===== src/rtl/core/lfbf_pkg.sv =====
// ----------------------------------------------------------------------------
// lfbf_pkg
// shared types and constants of the lidar footprint box filter
// ----------------------------------------------------------------------------
package lfbf_pkg;

  // field widths
  localparam int unsigned RANGE_W  = 16;
  localparam int unsigned KIND_W   = 2;
  localparam int unsigned INTEN_W  = 16;
  localparam int unsigned ANGLE_W  = 16;
  localparam int unsigned CFG_IDX_W = 3;

  // cordic datapath: x and y in mm with 16 fraction bits plus gain growth,
  // z in 2^32 units per turn plus headroom
  localparam int unsigned XY_W   = 36;
  localparam int unsigned Z_W    = 34;
  localparam int unsigned ATAN_LEN = 24;

  // gain multiply, one 4-bit digit of x (or y) per cycle, lsb first
  localparam int unsigned DIGIT_W  = 4;
  localparam int unsigned DIGITS   = XY_W / DIGIT_W;
  localparam int unsigned DCNT_W   = 4;
  localparam int unsigned GAIN_W   = 37;
  localparam int unsigned ACC_W    = 42;
  // gain 0.6072529350 in q30, pre-shifted by 6 so that nine digit shifts
  // leave the product scaled by 2^-30
  localparam logic signed [GAIN_W-1:0] GAIN_SHIFTED = 37'sd652032874 <<< 6;

  // range kind codes
  typedef enum logic [KIND_W-1:0] {
    KIND_FINITE  = 2'd0,
    KIND_POS_INF = 2'd1,
    KIND_NEG_INF = 2'd2,
    KIND_NAN     = 2'd3
  } range_kind_t;

  // configuration register indexes
  typedef enum logic [CFG_IDX_W-1:0] {
    REG_FRONT     = 3'd0,
    REG_REAR      = 3'd1,
    REG_LEFT      = 3'd2,
    REG_RIGHT     = 3'd3,
    REG_START_ANG = 3'd4,
    REG_ANG_STEP  = 3'd5,
    REG_MIN_RANGE = 3'd6,
    REG_MAX_RANGE = 3'd7
  } cfg_reg_t;

  // reset values of the registers
  localparam logic [RANGE_W-1:0] FRONT_RST     = 16'd450;
  localparam logic [RANGE_W-1:0] REAR_RST      = 16'd250;
  localparam logic [RANGE_W-1:0] LEFT_RST      = 16'd250;
  localparam logic [RANGE_W-1:0] RIGHT_RST     = 16'd250;
  localparam logic [ANGLE_W-1:0] START_ANG_RST = 16'h8000;
  localparam logic [ANGLE_W-1:0] ANG_STEP_RST  = 16'd182;
  localparam logic [RANGE_W-1:0] MIN_RANGE_RST = 16'd0;
  localparam logic [RANGE_W-1:0] MAX_RANGE_RST = 16'hFFFF;

  typedef enum logic [2:0] {
    ST_IDLE,
    ST_ROT,
    ST_MUL,
    ST_CHK,
    ST_SEND
  } state_t;

  // arctangent of 2^-i in 2^32 units per turn
  function automatic logic [31:0] atan_turn32(input logic [4:0] i);
    logic [31:0] v;
    unique case (i)
      5'd0:  v = 32'h20000000;
      5'd1:  v = 32'h12E4051E;
      5'd2:  v = 32'h09FB385B;
      5'd3:  v = 32'h051111D4;
      5'd4:  v = 32'h028B0D43;
      5'd5:  v = 32'h0145D7E1;
      5'd6:  v = 32'h00A2F61E;
      5'd7:  v = 32'h00517C55;
      5'd8:  v = 32'h0028BE53;
      5'd9:  v = 32'h00145F2F;
      5'd10: v = 32'h000A2F98;
      5'd11: v = 32'h000517CC;
      5'd12: v = 32'h00028BE6;
      5'd13: v = 32'h000145F3;
      5'd14: v = 32'h0000A2FA;
      5'd15: v = 32'h0000517D;
      5'd16: v = 32'h000028BE;
      5'd17: v = 32'h0000145F;
      5'd18: v = 32'h00000A30;
      5'd19: v = 32'h00000518;
      5'd20: v = 32'h0000028C;
      5'd21: v = 32'h00000146;
      5'd22: v = 32'h000000A3;
      5'd23: v = 32'h00000051;
      default: v = 32'h00000000;
    endcase
    return v;
  endfunction

endpackage


===== src/rtl/core/lidar_footprint_box_filter.sv =====
// ----------------------------------------------------------------------------
// lidar_footprint_box_filter
// clears lidar beams whose point falls inside the robot footprint rectangle
// ----------------------------------------------------------------------------
//
//  channel | signals                                        | flow control
//  --------+------------------------------------------------+-------------
//  cfg     | cfg_index, cfg_data                            | cfg_valid / cfg_ready
//  in      | in_range_mm, in_range_kind, in_intensity,      | in_valid / in_stall
//          | in_scan_end                                    |
//  out     | out_range_mm, out_range_kind, out_intensity,   | out_valid / out_stall
//          | out_scan_end                                   |
//
// a beam that is tested runs the cordic rotation, one iteration per cycle,
// then the 4-bit serial gain multiply and the box check before its result
// shows; an untested beam shows in the next cycle.
// one beam is in flight at a time; the next request is taken in the cycle
// after the result leaves.
// rst_n is synchronous and active low; it restores the register defaults
// and restarts the beam angle at start_angle.
// out_stall holds the result in its output register as long as it is high.

module lidar_footprint_box_filter #(
  parameter int unsigned CORDIC_STEPS = 16
) (
  input  logic                               clk,
  input  logic                               rst_n,
  // configuration writes
  input  logic                               cfg_valid,
  output logic                               cfg_ready,
  input  logic [lfbf_pkg::CFG_IDX_W-1:0]     cfg_index,
  input  logic [15:0]                        cfg_data,
  // beam requests
  input  logic                               in_valid,
  output logic                               in_stall,
  input  logic [lfbf_pkg::RANGE_W-1:0]       in_range_mm,
  input  logic [lfbf_pkg::KIND_W-1:0]        in_range_kind,
  input  logic [lfbf_pkg::INTEN_W-1:0]       in_intensity,
  input  logic                               in_scan_end,
  // filtered beams
  output logic                               out_valid,
  input  logic                               out_stall,
  output logic [lfbf_pkg::RANGE_W-1:0]       out_range_mm,
  output logic [lfbf_pkg::KIND_W-1:0]        out_range_kind,
  output logic [lfbf_pkg::INTEN_W-1:0]       out_intensity,
  output logic                               out_scan_end
);

  localparam int unsigned CNT_W = $clog2(CORDIC_STEPS);
  localparam int unsigned XY_W  = lfbf_pkg::XY_W;
  localparam int unsigned Z_W   = lfbf_pkg::Z_W;
  localparam int unsigned ACC_W = lfbf_pkg::ACC_W;
  // gain sign-extended to the accumulator width
  localparam logic signed [ACC_W-1:0] GAIN_ACC = ACC_W'(lfbf_pkg::GAIN_SHIFTED);

  // configuration registers
  logic [15:0] front_r, rear_r, left_r, right_r;
  logic [15:0] start_ang_r, ang_step_r, min_range_r, max_range_r;

  // beam angle state
  logic [15:0] offset_r;

  // control
  lfbf_pkg::state_t   state_r, state_nxt;
  logic [CNT_W-1:0]   rot_cnt_r;
  logic [lfbf_pkg::DCNT_W-1:0] mul_cnt_r;
  logic               flip_r;

  // cordic and multiply datapath; x_r and y_r shift out one digit per
  // cycle once the rotation is done
  logic signed [XY_W-1:0]  x_r, y_r;
  logic signed [Z_W-1:0]   z_r;
  logic signed [ACC_W-1:0] acc_x_r, acc_y_r;

  // result register
  logic [lfbf_pkg::RANGE_W-1:0] out_range_mm_r;
  logic [lfbf_pkg::KIND_W-1:0]  out_range_kind_r;
  logic [lfbf_pkg::INTEN_W-1:0] out_intensity_r;
  logic                         out_scan_end_r;

  logic in_acc;
  logic out_acc;
  logic test_beam;
  logic rot_last;
  logic mul_last;

  // beam angle and half-turn fold
  logic [15:0] beam_ang;
  logic [15:0] ang_quarter;
  logic        flip;
  logic [15:0] ang_folded;

  // cordic step
  logic signed [XY_W-1:0] dx, dy;
  logic signed [Z_W-1:0]  atan_s;
  logic signed [XY_W-1:0] x_step, y_step;
  logic signed [Z_W-1:0]  z_step;

  // serial gain multiply
  logic signed [4:0]       dig_x, dig_y;
  logic signed [ACC_W-1:0] prod_x, prod_y;
  logic signed [ACC_W-1:0] sum_x, sum_y;

  // box test
  logic signed [ACC_W-1:0] lim_front, lim_rear, lim_left, lim_right;
  logic                    in_box;

  assign cfg_ready = 1'b1;
  assign in_stall  = (state_r != lfbf_pkg::ST_IDLE);
  assign in_acc    = in_valid && !in_stall;
  assign out_valid = (state_r == lfbf_pkg::ST_SEND);
  assign out_acc   = out_valid && !out_stall;

  assign out_range_mm   = out_range_mm_r;
  assign out_range_kind = out_range_kind_r;
  assign out_intensity  = out_intensity_r;
  assign out_scan_end   = out_scan_end_r;

  // only finite beams inside the range window are rotated
  assign test_beam = (in_range_kind == lfbf_pkg::KIND_FINITE) &&
                     (in_range_mm >= min_range_r) && (in_range_mm <= max_range_r);

  assign rot_last = (rot_cnt_r == CNT_W'(CORDIC_STEPS - 1));
  assign mul_last = (mul_cnt_r == lfbf_pkg::DCNT_W'(lfbf_pkg::DIGITS - 1));

  // fold the angle into the quarter turns on either side of zero
  assign beam_ang    = start_ang_r + offset_r;
  assign ang_quarter = beam_ang + 16'h4000;
  assign flip        = ang_quarter[15];
  assign ang_folded  = flip ? (beam_ang ^ 16'h8000) : beam_ang;

  // one cordic micro-rotation; arithmetic shifts round toward minus infinity
  assign dx     = y_r >>> rot_cnt_r;
  assign dy     = x_r >>> rot_cnt_r;
  assign atan_s = signed'({2'b00, lfbf_pkg::atan_turn32(5'(rot_cnt_r))});
  always_comb begin
    if (!z_r[Z_W-1]) begin
      x_step = x_r - dx;
      y_step = y_r + dy;
      z_step = z_r - atan_s;
    end else begin
      x_step = x_r + dx;
      y_step = y_r - dy;
      z_step = z_r + atan_s;
    end
  end

  // gain multiply: low digits unsigned, top digit carries the sign;
  // the half-turn negation is folded in as a subtract
  assign dig_x  = mul_last ? signed'({x_r[3], x_r[3:0]}) : signed'({1'b0, x_r[3:0]});
  assign dig_y  = mul_last ? signed'({y_r[3], y_r[3:0]}) : signed'({1'b0, y_r[3:0]});
  assign prod_x = ACC_W'(dig_x) * GAIN_ACC;
  assign prod_y = ACC_W'(dig_y) * GAIN_ACC;
  assign sum_x  = flip_r ? (acc_x_r - prod_x) : (acc_x_r + prod_x);
  assign sum_y  = flip_r ? (acc_y_r - prod_y) : (acc_y_r + prod_y);

  // limits in mm with 16 fraction bits, x and y compared exactly
  assign lim_front = signed'({10'd0, front_r, 16'd0});
  assign lim_rear  = signed'({10'd0, rear_r,  16'd0});
  assign lim_left  = signed'({10'd0, left_r,  16'd0});
  assign lim_right = signed'({10'd0, right_r, 16'd0});
  assign in_box = (acc_x_r >= -lim_rear)  && (acc_x_r <= lim_front) &&
                  (acc_y_r >= -lim_right) && (acc_y_r <= lim_left);

  // configuration registers
  always_ff @(posedge clk) begin
    if (!rst_n) begin
      front_r     <= lfbf_pkg::FRONT_RST;
      rear_r      <= lfbf_pkg::REAR_RST;
      left_r      <= lfbf_pkg::LEFT_RST;
      right_r     <= lfbf_pkg::RIGHT_RST;
      start_ang_r <= lfbf_pkg::START_ANG_RST;
      ang_step_r  <= lfbf_pkg::ANG_STEP_RST;
      min_range_r <= lfbf_pkg::MIN_RANGE_RST;
      max_range_r <= lfbf_pkg::MAX_RANGE_RST;
    end else if (cfg_valid && cfg_ready) begin
      unique case (lfbf_pkg::cfg_reg_t'(cfg_index))
        lfbf_pkg::REG_FRONT:     front_r     <= cfg_data;
        lfbf_pkg::REG_REAR:      rear_r      <= cfg_data;
        lfbf_pkg::REG_LEFT:      left_r      <= cfg_data;
        lfbf_pkg::REG_RIGHT:     right_r     <= cfg_data;
        lfbf_pkg::REG_START_ANG: start_ang_r <= cfg_data;
        lfbf_pkg::REG_ANG_STEP:  ang_step_r  <= cfg_data;
        lfbf_pkg::REG_MIN_RANGE: min_range_r <= cfg_data;
        lfbf_pkg::REG_MAX_RANGE: max_range_r <= cfg_data;
        default: ;
      endcase
    end
  end

  // beam angle offset, restarted after the last beam of a scan
  always_ff @(posedge clk) begin
    if (!rst_n) begin
      offset_r <= '0;
    end else if (in_acc) begin
      offset_r <= in_scan_end ? 16'd0 : (offset_r + ang_step_r);
    end
  end

  // state register
  always_ff @(posedge clk) begin
    if (!rst_n) begin
      state_r <= lfbf_pkg::ST_IDLE;
    end else begin
      state_r <= state_nxt;
    end
  end

  // next state
  always_comb begin
    state_nxt = state_r;
    unique case (state_r)
      lfbf_pkg::ST_IDLE: begin
        if (in_acc) begin
          state_nxt = test_beam ? lfbf_pkg::ST_ROT : lfbf_pkg::ST_SEND;
        end
      end
      lfbf_pkg::ST_ROT: begin
        if (rot_last) state_nxt = lfbf_pkg::ST_MUL;
      end
      lfbf_pkg::ST_MUL: begin
        if (mul_last) state_nxt = lfbf_pkg::ST_CHK;
      end
      lfbf_pkg::ST_CHK: begin
        state_nxt = lfbf_pkg::ST_SEND;
      end
      lfbf_pkg::ST_SEND: begin
        if (out_acc) state_nxt = lfbf_pkg::ST_IDLE;
      end
      default: state_nxt = lfbf_pkg::ST_IDLE;
    endcase
  end

  // step counters
  always_ff @(posedge clk) begin
    if (!rst_n) begin
      rot_cnt_r <= '0;
      mul_cnt_r <= '0;
    end else begin
      if (state_r == lfbf_pkg::ST_ROT) begin
        rot_cnt_r <= rot_last ? '0 : (rot_cnt_r + 1'b1);
      end
      if (state_r == lfbf_pkg::ST_MUL) begin
        mul_cnt_r <= mul_last ? '0 : (mul_cnt_r + 1'b1);
      end
    end
  end

  // datapath
  always_ff @(posedge clk) begin
    unique case (state_r)
      lfbf_pkg::ST_IDLE: begin
        if (in_acc) begin
          flip_r  <= flip;
          x_r     <= signed'({4'd0, in_range_mm, 16'd0});
          y_r     <= '0;
          z_r     <= signed'({{2{ang_folded[15]}}, ang_folded, 16'd0});
        end
      end
      lfbf_pkg::ST_ROT: begin
        x_r <= x_step;
        y_r <= y_step;
        z_r <= z_step;
        if (rot_last) begin
          acc_x_r <= '0;
          acc_y_r <= '0;
        end
      end
      lfbf_pkg::ST_MUL: begin
        // shift out the used digit, shift the partial product down with it
        x_r     <= x_r >>> lfbf_pkg::DIGIT_W;
        y_r     <= y_r >>> lfbf_pkg::DIGIT_W;
        acc_x_r <= sum_x >>> lfbf_pkg::DIGIT_W;
        acc_y_r <= sum_y >>> lfbf_pkg::DIGIT_W;
      end
      default: ;
    endcase
  end

  // result register: loaded as a pass-through at acceptance, overwritten
  // when the point lands inside the box
  always_ff @(posedge clk) begin
    if (in_acc) begin
      out_range_mm_r   <= in_range_mm;
      out_range_kind_r <= in_range_kind;
      out_intensity_r  <= in_intensity;
      out_scan_end_r   <= in_scan_end;
    end else if (state_r == lfbf_pkg::ST_CHK && in_box) begin
      out_range_mm_r   <= '0;
      out_range_kind_r <= lfbf_pkg::KIND_POS_INF;
      out_intensity_r  <= '0;
    end
  end

endmodule


===== config.mk =====
export PLATFORM = sky130hd
export DESIGN_NAME = lidar_footprint_box_filter
export DESIGN_NICKNAME = d
export VERILOG_FILES = /design/src/rtl/core/lfbf_pkg.sv /design/src/rtl/core/lidar_footprint_box_filter.sv
export SDC_FILE = /design/constraint.sdc
export NUM_CORES = 2
export LEC_CHECK = 0
export BUFFER_PORTS_ARGS = -buffer_cell sky130_fd_sc_hd__buf_2
export CAP_MARGIN = 10
export CORE_ASPECT_RATIO = 1.2
export CORE_UTILIZATION = 30
export CTS_CLUSTER_DIAMETER = 30
export DETAILED_ROUTE_END_ITERATION = 6
export GPL_TIMING_DRIVEN = 0
export HOLD_SLACK_MARGIN = 0.05
export PLACE_DENSITY_LB_ADDON = 0.2
export SETUP_SLACK_MARGIN = 0.1
export SYNTH_ARGS = -nofsm -noshare
export SYNTH_HDL_FRONTEND = slang
export SYNTH_SLANG_ARGS = --single-unit

===== constraint.sdc =====
create_clock -name clk -period 23.3 [get_ports clk]
set_input_delay 3.495 -clock clk [delete_from_list [all_inputs] [get_ports clk]]
set_output_delay 3.495 -clock clk [all_outputs]
set_load 0.02 [all_outputs]

=== After elaboration in Yosys (flattened, before gate mapping) ===
Memory sizes are Yosys's and may differ from the RTL's. A register that Yosys moved wholly into a read port is not among the register bits.
Cells that the tools add are included.

* Memories: 1
* ROM bits: 480
* Input bits: 59
* Output and inout bits: 38
* Flip-flop bits (word level): 381

{| class="wikitable"
|+ Memories
! name !! words !! bits a word !! read ports !! clocked after Yosys merged registers in !! wr ports !! RTL line !! RTL
|-
| (name not given) || 16 || 30 || 1 || 1 || 0 || lfbf_pkg.sv:71 || <nowiki>unique case (i)</nowiki>
|}

* Shift-type cells: 2
* Reductions and logical operators: 32
* Bitwise operators: 2
* Muxes and demuxes: 33
* Magnitude comparators: 6
* Eq/ne operators: 17
* Add/sub/neg operators: 17
* Multiply operators: 2

{| class="wikitable"
|+ Operators with widths
! operator !! number
|-
| case mux 36 bit (3 select lines) || 2
|-
| case mux 42 bit (2 select lines) || 2
|-
| 2-to-1 mux 36 bit || 4
|-
| 2-to-1 mux 42 bit || 3
|-
| adder 42 bit || 2
|-
| >= comparator 42 bit || 2
|-
| less-or-equal comparator 42 x 33 -> 1 bit || 2
|-
| negation 32 -> 42 bit || 2
|-
| subtractor 42 bit || 2
|-
| 2-to-1 mux 16 bit || 5
|-
| adder 36 bit || 2
|-
| >>> shifter 36 x 4 -> 36 bit || 2
|-
| subtractor 36 bit || 2
|-
| multiplier 5 x 30 -> 35 bit, second input constant || 2
|-
| 2-to-1 mux 34 bit || 2
|-
| case mux 34 bit (2 select lines) || 1
|-
| adder 34 x 33 -> 34 bit || 1
|-
| subtractor 34 x 33 -> 34 bit || 1
|-
| adder 16 bit || 2
|-
| AND reduction 2 bit || 12
|-
| adder 16 x 15 -> 16 bit, second input constant || 1
|-
| >= comparator 16 bit || 1
|-
| less-or-equal comparator 16 bit || 1
|-
| 2-to-1 mux 4 bit || 4
|-
| 20 further kinds || 51
|}

=== Depth between registers and ports, before layout ===
* Depth after elaboration: 8
* Depth in mapped cells: 36

=== Worst setup path before layout ===
OpenSTA, ideal clock, no wires.

* Kind: input-to-reg
* Start point: in in_valid
* End point: reg x_r[0], enable pin
* Buffers on the path: 1
* Setup slack: 13.730 ns
* Cell stages on the path: 3
* Data arrival time: 8.968 ns
* Cells stage by stage: clkbuf_1 nor3_1 a211oi_1

* Cells in the longest elaborated chain, start to end: 3

{| class="wikitable"
|+ RTL lines
! what !! RTL line !! RTL
|-
| start, declared || lidar_footprint_box_filter.sv:34 || <nowiki>input logic in_valid,</nowiki>
|-
| logical AND 1 bit || lidar_footprint_box_filter.sv:110 || <nowiki>assign in_acc = in_valid && !in_stall;</nowiki>
|-
| != test 2 bit (no source line) || -- ||
|-
| AND reduction 2 bit (no source line) || -- ||
|-
| end signal, assigned || lidar_footprint_box_filter.sv:255 || <nowiki>x_r <= signed'({4'd0, in_range_mm, 16'd0});</nowiki>
|-
| end signal, assigned || lidar_footprint_box_filter.sv:261 || <nowiki>x_r <= x_step;</nowiki>
|-
| end signal, assigned || lidar_footprint_box_filter.sv:271 || <nowiki>x_r <= x_r >>> lfbf_pkg::DIGIT_W;</nowiki>
|-
| end, declared || lidar_footprint_box_filter.sv:71 || <nowiki>logic signed [XY_W-1:0] x_r, y_r;</nowiki>
|}

No other way between the ends.
A chain may end at the register's enable or synchronous reset.

=== Worst setup path after layout ===
* Start point: reg rot_cnt_r[3]
* End point: reg x_r[35], data pin

* Cells in the longest elaborated chain, start to end: 4
* Elaborated cells between the ends (all ways): 5

{| class="wikitable"
|+ RTL lines
! what !! RTL line !! RTL
|-
| start, declared || lidar_footprint_box_filter.sv:65 || <nowiki>logic [CNT_W-1:0] rot_cnt_r;</nowiki>
|-
| start signal, assigned || lidar_footprint_box_filter.sv:241 || <nowiki>rot_cnt_r <= rot_last ? '0 : (rot_cnt_r + 1'b1);</nowiki>
|-
| >>> shifter 36 x 4 -> 36 bit (*) || lidar_footprint_box_filter.sv:133 || <nowiki>assign dx = y_r >>> rot_cnt_r;</nowiki>
|-
| subtractor 36 bit / adder 36 bit (equally long branches) || lidar_footprint_box_filter.sv:138, lidar_footprint_box_filter.sv:142 ||
|-
| 2-to-1 mux 36 bit (*) || lidar_footprint_box_filter.sv:137 || <nowiki>if (!z_r[Z_W-1]) begin</nowiki>
|-
| case mux 36 bit (3 select lines) (*) || lidar_footprint_box_filter.sv:251 || <nowiki>unique case (state_r)</nowiki>
|}

Every way passes the cells marked *; elsewhere a longest branch is shown, timed or not.

==> out/qor.log <==
qor: outcome.status finished clean
qor: floorplan.fp.coreArea 0.1301 mm^2
qor: floorplan.placement_rows 145
qor: power_and_ir_drop.max-vdd-ir-drop 0.07870 mV
qor: critical_path.timing.critical_path.fanout_max 10
qor: final_layout.layout.core_utilization 0.3547
qor: routing.antenna_left 0
qor: final_layout.final_layout_net_count 5401
qor: synth.syn_nets 5197
qor: synth.yosysWarnings 0
qor: timing.setup_tns 0 ns
qor: critical_path.critical-path-max-stage-delay 0.65 ns
qor: synth.synthesis.area_per_instance 8.441 um^2
qor: timing.min_period 9.860 ns
qor: timing.report.final.slew_viol_count 0
qor: placement.buffer_ports.inserted 76
qor: clock_network.tritoncts.num_buffers 114
qor: timing.post-route-period-util 0.4232
qor: timing.max-slew-margin-rel 0.1634
qor: global_routing.grt_pass1_vias 34940
qor: critical_path.critical_path.slowest_cell sky130_fd_sc_hd__clkbuf_1
qor: power_and_ir_drop.power_density 82.16 mW/mm^2
qor: timing.max_freq 0.1014 GHz
qor: hold_path.worst_hold_path.num_cells 2
qor: placement.place.gp.congestion 1.011
qor: global_routing.grt_first_pass_wirelength 211.4 mm
qor: clock_network.root_driver sky130_fd_sc_hd__clkbuf_16
qor: critical_path.worstRegToRegCells 28
qor: timing.setup_viol_count_final 0
qor: routing.vias 35650
qor: final_layout.design_area 0.04614 mm^2
qor: critical_path.path_common_cell sky130_fd_sc_hd__clkbuf_1
qor: final_layout.layout-drive-gt1-share 0.09798
qor: global_routing.maximum_number_of_pins_on_one_net_before_global_route_repair 35
qor: routing.wirelength 141.1 mm
qor: synth.synth_enable_flop_cells 218
qor: clock_network.post_cts_resize_count 0
qor: clock_network.holdBufCountCts 0
qor: synth.ys_ff_latch 403
qor: synth.dominantRegCellSynth sky130_fd_sc_hd__edfxtp_1
qor: critical_path.setup.worst_path.end_class register
qor: routing.dr.pass1.iters 6
qor: global_routing.grt_overflow_total 0
qor: hold_path.hold_path.class reg -> reg
qor: power_and_ir_drop.power_leakage 0.02018 uW
qor: floorplan.initial_core_util 0.3021
qor: clock_network.post_cts_setup_inserts 0
qor: synth.synth_cell_type_count 101
qor: clock_network.cts.htree.levels 3
qor: synth.mappedNetlistArea 0.03929 mm^2
qor: routing.drc 0
qor: timing.worst_pin_slew 1.255 ns
qor: final_layout.layout.cells.most_common sky130_fd_sc_hd__nand2_1
qor: critical_path.crit_required 23.69 ns
qor: global_routing.antenna_violations_before_repair 9
qor: routing.post_drt_wl_per_cell 21.22 um
qor: synth.post_synth_inst_count 4655
qor: critical_path.critPathKind reg -> reg
qor: critical_path.critical_path_arrival 10.25 ns
qor: critical_path.type_of_element_launching_the_critical_path register
qor: clock_network.tritoncts yes
qor: synth.synth_largest_type_area_fraction 0.1666
qor: timing.grt_setup_unrepaired false
qor: synth.seq_area_frac_synth 0.2609
qor: synth.synth-async-reset-ratio 0
qor: clock_network.clock_latency 0.72 ns
qor: floorplan.top_level_ports 97
qor: floorplan.die_area 0.1324 mm^2
qor: routing.drtIter0Drc 2315
qor: placement.place.detailed.hpwl 111.9 mm
qor: clock_network.max-clock-path-buffers 3
qor: synth.synth_area_leaders sky130_fd_sc_hd__edfxtp_1 (17%), sky130_fd_sc_hd__ha_1 (14%), sky130_fd_sc_hd__dfxtp_1 (9.4%), sky130_fd_sc_hd__a21oi_1 (5.5%), sky130_fd_sc_hd__nand2_1 (5.2%)
qor: global_routing.grt.total_usage 0.2069
qor: timing.finalHoldWorstSlack 0.4557 ns
qor: timing.final-hold-violation-count 0
qor: job.max-cap-violations 0
qor: routing.detail_route.vias_per_cell 5.360
qor: clock_network.cts_sinks 403
qor: floorplan.die-height 398.5 um
qor: floorplan.die_x 332.4 um
qor: clock_network.clkSlewWorstSetupHoldPaths 0.04 ns
qor: final_layout.synthToLayoutAreaGrowth 17.41%
qor: synth.yosys.area.top_type sky130_fd_sc_hd__edfxtp_1
qor: timing.final_setup_skew 0.04538 ns
qor: placement.placed_area 0.04201 mm^2
qor: final_layout.commonest_non_fill_non_tap_cells_in_the_layout sky130_fd_sc_hd__nand2_1 (547), sky130_fd_sc_hd__ha_1 (446), sky130_fd_sc_hd__a21oi_1 (435), sky130_fd_sc_hd__nor2_1 (367), sky130_fd_sc_hd__o21ai_0 (253)
## worst paths after layout
path | startpoint | endpoint | slack [ns]
worst max-delay path | rot_cnt_r[3]$_SDFFE_PN0P_ | x_r[35]$_DFFE_PP_ | 13.44
worst min-delay path | min_range_r[2]$_SDFFE_PN0P_ | min_range_r[2]$_SDFFE_PN0P_ | 0.46
worst min register to register | min_range_r[2]$_SDFFE_PN0P_ | min_range_r[2]$_SDFFE_PN0P_ | 0.46
worst max register to register | rot_cnt_r[3]$_SDFFE_PN0P_ | x_r[35]$_DFFE_PP_ | 13.44
## cell type report
cell class,instances,area (um^2)
Buffer,205,940.9
Antenna cell,1,2.502
Clock buffer,146,3209
Tap cell,1690,2115
Clock inverter,71,915.9
Timing Repair Buffer,88,566.8
Fill cell,13430,83950
Multi-Input combinational cell,3802,27220
Inverter,245,919.6
Sequential cell,403,10250
## worst max-delay path: cells and delay by family, from the launching register on
kind	cells	cell delay, ns
AOI/OAI and AO/OA	12	3.26
xor gates and xnor gates	2	0.42
adders and majority gates	2	0.57
buffers and inverters	7	4.11
DFF	1	0.39
and+or+nand+nor	5	0.80
## Yosys cell counts (62+ instances only)
master / count
sky130_fd_sc_hd__xnor2_1: 205
sky130_fd_sc_hd__inv_1: 241
sky130_fd_sc_hd__nor3_1: 105
sky130_fd_sc_hd__nand3_1: 82
sky130_fd_sc_hd__nor2_1: 367
sky130_fd_sc_hd__dfxtp_1: 185
sky130_fd_sc_hd__a21o_1: 130
sky130_fd_sc_hd__ha_1: 446
sky130_fd_sc_hd__mux4_2: 62
sky130_fd_sc_hd__and3_1: 78
sky130_fd_sc_hd__mux2i_1: 65
sky130_fd_sc_hd__xor2_1: 202
sky130_fd_sc_hd__edfxtp_1: 218
sky130_fd_sc_hd__a21oi_1: 435
sky130_fd_sc_hd__nand2_1: 548
sky130_fd_sc_hd__clkbuf_1: 140
sky130_fd_sc_hd__o21ai_0: 254
## logic make-up after synthesis
family,synth area share
xor gates and xnor gates,0.09072
buffers and inverters,0.04732
DFF,0.2609
adders and majority gates,0.1609
AOI/OAI and AO/OA,0.1995
other,0.00009543
and+or+nand+nor,0.1802
muxes,0.06047
## registers in the layout (all words and copies together), names as in the netlist, 16 cells and up
name,flops
rear_r,16
acc_y_r,38
front_r,16
offset_r,16
atan_s,30
min_range_r,16
max_range_r,16
left_r,16
right_r,16
x_r,36
ang_step_r,16
out_range_mm,16
z_r,34
out_intensity,16
y_r,36
start_ang_r,16
acc_x_r,38
## through the flow
stage	std cells	setup slack (ns)	total power, uW
finish	6651	13.44	3790
floorplan	4655	13.73	1824
global placement	6421	8.810	2141
global route	6650	13.27	3998
detailed placement	6433	13.73	2145
CTS	6650	13.69	3808
## metal layers
metal / track usage / wire length [um] / part of all wire / vias up
met5: 0 / 82 / 0.00058 / -
met1: 0.2453 / 59000 / 0.42 / 17090
met3: 0.02701 / 6260 / 0.044 / 292
met2: 0.3729 / 69960 / 0.50 / 903
met4: 0.08813 / 5806 / 0.041 / 14
li1: - / - / - / 17360
## power breakdown
| group | switching [uW] | leakage [uW] | total [uW] | internal (uW) |
|---|---|---|---|---|
| Clock | 509 | 0.00203 | 1640 | 1140 |
| Combinational | 797 | 0.0144 | 1310 | 518 |
| Sequential | 43.3 | 0.00380 | 831 | 788 |
| Total | 1350 | 0.0202 | 3790 | 2440 |
No activity file was read; power rests on OpenSTA's default activity.
